File: src/rtl/lbgs_pkg.sv
`timescale 1ns / 1ps
// ----------------------------------------------------------------------------
// Life block step package
// Shared types and mask constants for the 4x2 block Life generation step.
// ----------------------------------------------------------------------------
package lbgs_pkg;

    localparam int unsigned BLOCK_W  = 8;
    localparam int unsigned COORD_W  = 16;
    localparam int unsigned WINDOW_W = 24;
    localparam int unsigned NUM_CELL = 8;

    typedef logic [BLOCK_W-1:0]         t_block;
    typedef logic signed [COORD_W-1:0]  t_coord;
    typedef logic [WINDOW_W-1:0]        t_window;

    // Position of each next-generation cell within the window.
    localparam t_window C_CELL_MASK [NUM_CELL] = '{
        24'h000008, 24'h000040, 24'h000200, 24'h010000,
        24'h000800, 24'h040000, 24'h002000, 24'h100000
    };

    // The eight neighbours of each next-generation cell within the window.
    localparam t_window C_NBR_MASK [NUM_CELL] = '{
        24'h010357, 24'h0302BA, 24'h050D4C, 24'h0E0AC8,
        24'h153700, 24'h3B2A00, 24'h54DC00, 24'hECA800
    };

    // The new block sits three columns to the left of the incoming column.
    localparam t_coord C_X_OFFSET = 16'sd3;

endpackage

File: src/rtl/lbgs_if.sv
`timescale 1ns / 1ps
// ----------------------------------------------------------------------------
// Life block step channels
// Valid/ready channels for incoming column beats and outgoing result beats.
// ----------------------------------------------------------------------------
interface lbgs_in_if;
    import lbgs_pkg::*;

    logic   valid;
    logic   ready;
    t_block upper_block;
    t_block lower_block;
    t_coord column_x;
    logic   run_start;

    modport source (output valid, output upper_block, output lower_block,
                    output column_x, output run_start, input ready);
    modport sink   (input valid, input upper_block, input lower_block,
                    input column_x, input run_start, output ready);
endinterface

interface lbgs_out_if;
    import lbgs_pkg::*;

    logic   valid;
    logic   ready;
    t_block new_block;
    t_coord new_x;

    modport source (output valid, output new_block, output new_x, input ready);
    modport sink   (input valid, input new_block, input new_x, output ready);
endinterface

File: src/rtl/lbgs_rule.sv
`timescale 1ns / 1ps
// ----------------------------------------------------------------------------
// Life block step rule logic
// Applies B3/S23 to the eight cells of a 24-bit neighborhood window.
// ----------------------------------------------------------------------------
module lbgs_rule (
    input  lbgs_pkg::t_window i_window,
    output lbgs_pkg::t_block  o_block
);
    import lbgs_pkg::*;

    // Neighbor count of one cell; at most eight bits are ever set.
    function automatic logic [3:0] f_count(input t_window v);
        logic [3:0] n;
        n = 4'd0;
        for (int b = 0; b < WINDOW_W; b++) begin
            n = n + {3'd0, v[b]};
        end
        return n;
    endfunction

    always_comb begin
        logic [3:0] cnt;
        logic       alive;
        o_block = '0;
        for (int k = 0; k < NUM_CELL; k++) begin
            cnt   = f_count(i_window & C_NBR_MASK[k]);
            alive = |(i_window & C_CELL_MASK[k]);
            o_block[k] = (cnt == 4'd3) || (alive && (cnt == 4'd2));
        end
    end

endmodule

File: src/rtl/life_block_generation_step_core.sv
`timescale 1ns / 1ps
// ----------------------------------------------------------------------------
// Life block generation step core
// Streaming B3/S23 step over interleaved 4x2 cell blocks, one column a beat.
// ----------------------------------------------------------------------------
// Usage:
//   i_in carries one column beat: the upper and lower row-pair bytes, the
//   column x coordinate and a run-start flag. The core keeps the previous
//   column's bytes and joins them with the top nibbles of the new column into
//   a 24-bit window. Run start uses zeros in place of the held column, and
//   the feeder closes each run with one all-zero column to flush it out.
//   o_out carries the next-generation block and its x (column_x - 3). Only
//   non-zero blocks produce an output beat; zero blocks are dropped.
// Timing:
//   Two register stages: the window register captured at acceptance and the
//   output register. Each result goes from the window stage to the output
//   stage; the core accepts one column every cycle while the output flows.
// Reset and stall:
//   Reset (synchronous, active low) empties both stages and clears the held
//   column. When the receiver stalls, the output holds its beat, the window
//   stage still fills behind it, and i_in.ready drops only when both stages
//   are occupied.
// ----------------------------------------------------------------------------
module life_block_generation_step_core (
    input  logic          i_clk,
    input  logic          i_rst_n,
    lbgs_in_if.sink       i_in,
    lbgs_out_if.source    o_out
);
    import lbgs_pkg::*;

    // Held column from the previous beat.
    t_block  r_held_upper, n_held_upper;
    t_block  r_held_lower, n_held_lower;

    // Window stage.
    logic    r_win_valid, n_win_valid;
    t_window r_win,       n_win;
    t_coord  r_win_x,     n_win_x;

    // Output stage.
    logic    r_out_valid, n_out_valid;
    t_block  r_out_block, n_out_block;
    t_coord  r_out_x,     n_out_x;

    logic    in_take;
    logic    win_advance;
    t_block  rule_block;

    // The window stage moves on whenever the output register is free or is
    // being emptied this cycle.
    assign win_advance = !r_out_valid || o_out.ready;
    assign i_in.ready  = !r_win_valid || win_advance;
    assign in_take     = i_in.valid && i_in.ready;

    lbgs_rule u_rule (
        .i_window (r_win),
        .o_block  (rule_block)
    );

    always_comb begin
        t_block left_upper;
        t_block left_lower;

        n_held_upper = r_held_upper;
        n_held_lower = r_held_lower;
        n_win_valid  = r_win_valid;
        n_win        = r_win;
        n_win_x      = r_win_x;
        n_out_valid  = r_out_valid;
        n_out_block  = r_out_block;
        n_out_x      = r_out_x;

        // A run start means empty space to the left of this column.
        left_upper = i_in.run_start ? '0 : r_held_upper;
        left_lower = i_in.run_start ? '0 : r_held_lower;

        if (win_advance) begin
            n_win_valid = 1'b0;
            // Only live blocks become output beats.
            n_out_valid = r_win_valid && (rule_block != '0);
            n_out_block = rule_block;
            n_out_x     = r_win_x - C_X_OFFSET;
        end

        if (in_take) begin
            n_win_valid  = 1'b1;
            n_win        = {left_upper, left_lower,
                            i_in.upper_block[7:4], i_in.lower_block[7:4]};
            n_win_x      = i_in.column_x;
            // The whole bytes carry over, low nibbles included.
            n_held_upper = i_in.upper_block;
            n_held_lower = i_in.lower_block;
        end
    end

    always_ff @(posedge i_clk) begin
        if (!i_rst_n) begin
            r_held_upper <= '0;
            r_held_lower <= '0;
            r_win_valid  <= 1'b0;
            r_out_valid  <= 1'b0;
        end else begin
            r_held_upper <= n_held_upper;
            r_held_lower <= n_held_lower;
            r_win_valid  <= n_win_valid;
            r_out_valid  <= n_out_valid;
        end
    end

    always_ff @(posedge i_clk) begin
        r_win       <= n_win;
        r_win_x     <= n_win_x;
        r_out_block <= n_out_block;
        r_out_x     <= n_out_x;
    end

    assign o_out.valid     = r_out_valid;
    assign o_out.new_block = r_out_block;
    assign o_out.new_x     = r_out_x;

endmodule
File: src/flat_wrapper.sv
// flat-port wrapper written by rule: the top's interface ports become plain ports
module life_block_generation_step_core_flat import lbgs_pkg::*;
  (i_clk, i_rst_n, i_in_valid, i_in_upper_block, i_in_lower_block, i_in_column_x, i_in_run_start, i_in_ready, o_out_valid, o_out_new_block, o_out_new_x, o_out_ready);
  lbgs_in_if i_in_i ();
  lbgs_out_if o_out_i ();
  input  logic i_clk;
  input  logic i_rst_n;
  input wire logic [$bits(i_in_i.valid)-1:0] i_in_valid;
  input wire logic [$bits(i_in_i.upper_block)-1:0] i_in_upper_block;
  input wire logic [$bits(i_in_i.lower_block)-1:0] i_in_lower_block;
  input wire logic [$bits(i_in_i.column_x)-1:0] i_in_column_x;
  input wire logic [$bits(i_in_i.run_start)-1:0] i_in_run_start;
  output wire logic [$bits(i_in_i.ready)-1:0] i_in_ready;
  output wire logic [$bits(o_out_i.valid)-1:0] o_out_valid;
  output wire logic [$bits(o_out_i.new_block)-1:0] o_out_new_block;
  output wire logic [$bits(o_out_i.new_x)-1:0] o_out_new_x;
  input wire logic [$bits(o_out_i.ready)-1:0] o_out_ready;
  assign i_in_i.valid = i_in_valid;
  assign i_in_i.upper_block = i_in_upper_block;
  assign i_in_i.lower_block = i_in_lower_block;
  assign i_in_i.column_x = i_in_column_x;
  assign i_in_i.run_start = i_in_run_start;
  assign i_in_ready = i_in_i.ready;
  assign o_out_valid = o_out_i.valid;
  assign o_out_new_block = o_out_i.new_block;
  assign o_out_new_x = o_out_i.new_x;
  assign o_out_i.ready = o_out_ready;
  life_block_generation_step_core u_core (.i_clk(i_clk), .i_rst_n(i_rst_n), .i_in(i_in_i), .o_out(o_out_i));
endmodule
File: config.mk
export PLATFORM = sky130hd
export DESIGN_NAME = life_block_generation_step_core_flat
export DESIGN_NICKNAME = d
export VERILOG_FILES = /design/src/rtl/lbgs_pkg.sv /design/src/rtl/lbgs_if.sv /design/src/rtl/lbgs_rule.sv /design/src/rtl/life_block_generation_step_core.sv /design/src/flat_wrapper.sv
export SDC_FILE = /design/constraint.sdc
export NUM_CORES = 1
export LEC_CHECK = 0
export ABC_AREA = 1
export BUFFER_PORTS_ARGS = -buffer_cell sky130_fd_sc_hd__buf_2
export CORE_UTILIZATION = 58
export DETAILED_ROUTE_END_ITERATION = 10
export PLACE_DENSITY = 0.77
export SYNTH_ARGS = -nofsm -noshare
export SYNTH_HDL_FRONTEND = slang
export SYNTH_SLANG_ARGS = --single-unit
File: constraint.sdc
create_clock -name i_clk -period 4.3 [get_ports i_clk]
set_input_delay 0.215 -clock i_clk [delete_from_list [all_inputs] [get_ports i_clk]]
set_output_delay 0.215 -clock i_clk [all_outputs]
set_load 0.05 [all_outputs]
==> flow_summary.ini <==
[status]
run_status = finished clean

[pwr]
worst_ir_drop_vdd_mv = 0.2767
design_power_total_w = 0.002356
powerDensity_mw_per_mm2 = 463.2
leakagePower_nw = 2.446

[grt]
antenna_found_initial = 0
grt_max_degree = 35
overflow = 0
grt_pass1_vias = 2789
grt_pass1_wl_mm = 12.56
grt_usage_pct = 21.92

[setup_path]
crit_path_cell_trace = inv_1 > fa_1 > fa_1 > fa_1 > inv_1 > ha_1 > fa_1 > nor2_1 > nor2_1 > nand2_1 > nand2_1 > nor2_1 > nand2_1 > nand2_1 > a21oi_1
crit_path_end_kind = flop
crit_family = adder cells
slowest_delay_ps = 540
r2r_cells = 15
arrival_ps = 3790
path_max_fanout = 3
r2r_start = u_core.r_win[3]
cpMaxStageDelayCell = fa_1
critPathRequiredTime_ps = 4490
crit_buf_inv = 2
r2r_end = u_core.o_out.valid
rrSetupSlack_ps = 700
critical_path_class = flop to flop
cp-start-kind = flop

[layout]
final_cells = 586
finalNetCount = 576
n_fill_cell = 526
layout-drive-gt1-share_pct = 17.25
synthToLayoutAreaGrowth_pct = 14.41
num_antenna_cells = 0
final_area_sq_mm = 0.005086

[floorplan]
core_sq_mm = 0.007331
ios = 63
dieHeight_um = 89.55
die_area_sq_mm = 0.008019
num_rows = 31
die_w_um = 89.55
start_util_pct = 60.64

[timing]
slew_viol_final = 0
finalSetupTns_ps = 0
tightest_slew_ps = 1064
min_period_ps = 3595
post-route-period-util_pct = 83.62
slew_headroom_pct = 28.87
max_freq_mhz = 278.1
finalClockSkew_ps = 13.24
grt_setup_unrepaired = no
hold_viol_final = 0
finalSetupViolations = 0

[place]
placed_area_sq_mm = 0.004861
dp.final_hpwl_mm = 5.948
numPortBuffers = 62
place_congestion = 0.8836
placed_cells = 570

[clock_tree]
numCtsBuffers = 9
cts_buffer_depth = 2
post-cts-setup-buffer-count = 0
clk_pin_slew_ps = 90
cts_tree = done
holdBufCountCts = 0
cts_sinks = 82
insertion_delay_ps = 360
cts_resized = 0
root_buffer = clkbuf_8
cts_max_level = 3

[job]
drv_cap = 0

[routing]
drtPass1Iterations = 4
drt_first_iter_violations = 127
final_antenna_net_count = 0
drc_errors = 0
routedWlPerCell_um = 13.09
vias = 2833
vias_per_cell = 4.834
wirelength_mm = 7.672

[logic_synthesis]
synth_xor_area_share_pct = 1.970
yosysSeqAreaShare_pct = 51.34
synthMuxAreaShare_pct = 0
synth_top_family_by_area = adder cells
ys_ff_latch = 82
yosysWarningCount = 0
synthesis.instances = 414
yosysUniqueCellTypes = 24
synthSimpleGateAreaFrac_pct = 10.86
synth_compound_area_share_pct = 5.010
synthAdderAreaFrac_pct = 21.45
syn-cell-area_sq_mm = 0.004446
syn-mean-instance-area_sq_um = 10.74
synthesis.nets = 508

[hold_path]
hold_start = i_in_column_x[1]
hold_class = input port to flop
holdPathStages = 1
holdPathEnd = u_core.r_win_x[1]
## registers in the layout (all words and copies together) (netlist names)
signal / cells
u_core.r_held_upper: 8
u_core.r_held_lower: 8
u_core.o_out.new_x: 16
u_core.o_out.new_block: 8
u_core.r_win_x: 16
u_core.r_win: 24
u_core.o_out.valid: 1
u_core.r_win_valid: 1
## kinds of logic (layout without fill, tap and decap cells)
logic type	after synthesis	after routing
adder cells (fa/ha/maj)	57	57
flip-flops	82	82
buffers and inverters	110	183
AND/OR/NAND/NOR	111	111
XOR/XNOR	10	10
AO/OA/AOI/OAI	44	44
## worst max path at each step
stage	startpoint	endpoint	slack, ps	cells after the start
2_1_floorplan	u_core.r_win[3]	u_core.o_out.valid	1020	15
3_3_place_gp	u_core.r_win[9]	u_core.o_out.valid	780	15
3_5_place_dp	u_core.r_win[3]	u_core.o_out.valid	720	15
4_1_cts	u_core.r_win[3]	u_core.o_out.valid	710	15
5_1_grt	u_core.r_win[3]	u_core.o_out.valid	540	15
6_report	u_core.r_win[3]	u_core.o_out.valid	700	15
## cells in the final DEF, fill, tap and decap left out, drive strengths merged
cell	count
xnor2	4
edfxtp	64
nor4	1
nand3	6
xor2	6
o31ai	1
nor3	2
nor2	49
inv	104
nand2	50
bufinv	1
buf	63
clkbuf	13
clkinv	2
a21oi	18
nand4	3
ha	25
fa	32
o21ai	25
dfxtp	18
## synth_stat cells
master	count	area share (%)
nor2_4	2	0.51
a21oi_1	18	2.0
buf_2	3	0.34
fa_1	32	14
nand3_4	1	0.39
clkbuf_1	2	0.17
nand3_1	5	0.56
edfxtp_1	64	43
o21ai_0	25	2.8
nor2_1	45	3.8
inv_1	104	8.8
nor2_2	2	0.28
xor2_1	6	1.2
nor3_1	1	0.11
nor3_4	1	0.37
nand4_1	3	0.42
buf_1	1	0.084
dfxtp_1	18	8.1
xnor2_1	4	0.79
nand2_2	1	0.14
nand2_1	49	4.1
ha_1	25	7.0
o31ai_1	1	0.17
nor4_1	1	0.14
## per-layer routing
metal / up-vias / track usage, % / part of all wire, % / wire, um
met5: - / 0 / 0 / 0
met4: 0 / 8.369 / 1.6 / 122
met3: 12 / 4.894 / 4.1 / 317
met2: 77 / 35.81 / 48 / 3711
met1: 1311 / 28.82 / 46 / 3520
li1: 1433 / - / - / -
## per-stage QoR
stage,setup slack (ps),hold slack [ps],utilization (%)
6_report,704.5,24.95,69.38
4_1_cts,707.5,15.96,69.38
5_1_grt,537.3,15.21,69.38
3_3_place_gp,779.1,391.6,66.31
2_1_floorplan,1025,313.9,-
3_5_place_dp,722.3,393.1,66.31
## worst reg2reg max path, delay by kind of cell (launching register included)
family	cells	cell delay, ps
AOI/OAI and AO/OA	1	60
adders and majority gates	5	2150
buffers and inverters	2	240
DFF	1	430
and+or+nand+nor	7	550
## power by group
| part | switching, W | internal [W] | leakage (nW) |
|---|---|---|---|
| Clock | 0.000272 | 0.000340 | 0.114 |
| Sequential | 0.0000335 | 0.000963 | 0.808 |
| Combinational | 0.000509 | 0.000239 | 1.52 |
| Total | 0.000814 | 0.00154 | 2.45 |
## cell type report
| class | instances | area [sq um] | share of cell area [%] |
|---|---|---|---|
| sequential | 82 | 2282 | 44.87 |
| multi-input combinational | 222 | 1747 | 34.34 |
| inverter | 104 | 390.4 | 7.675 |
| timing repair buffer | 63 | 317.8 | 6.248 |
| clock buffer | 13 | 181.4 | 3.567 |
| tap | 99 | 123.9 | 2.435 |
| clock inverter | 3 | 43.79 | 0.8610 |
Note: power is estimated with default switching activity, not from simulation.
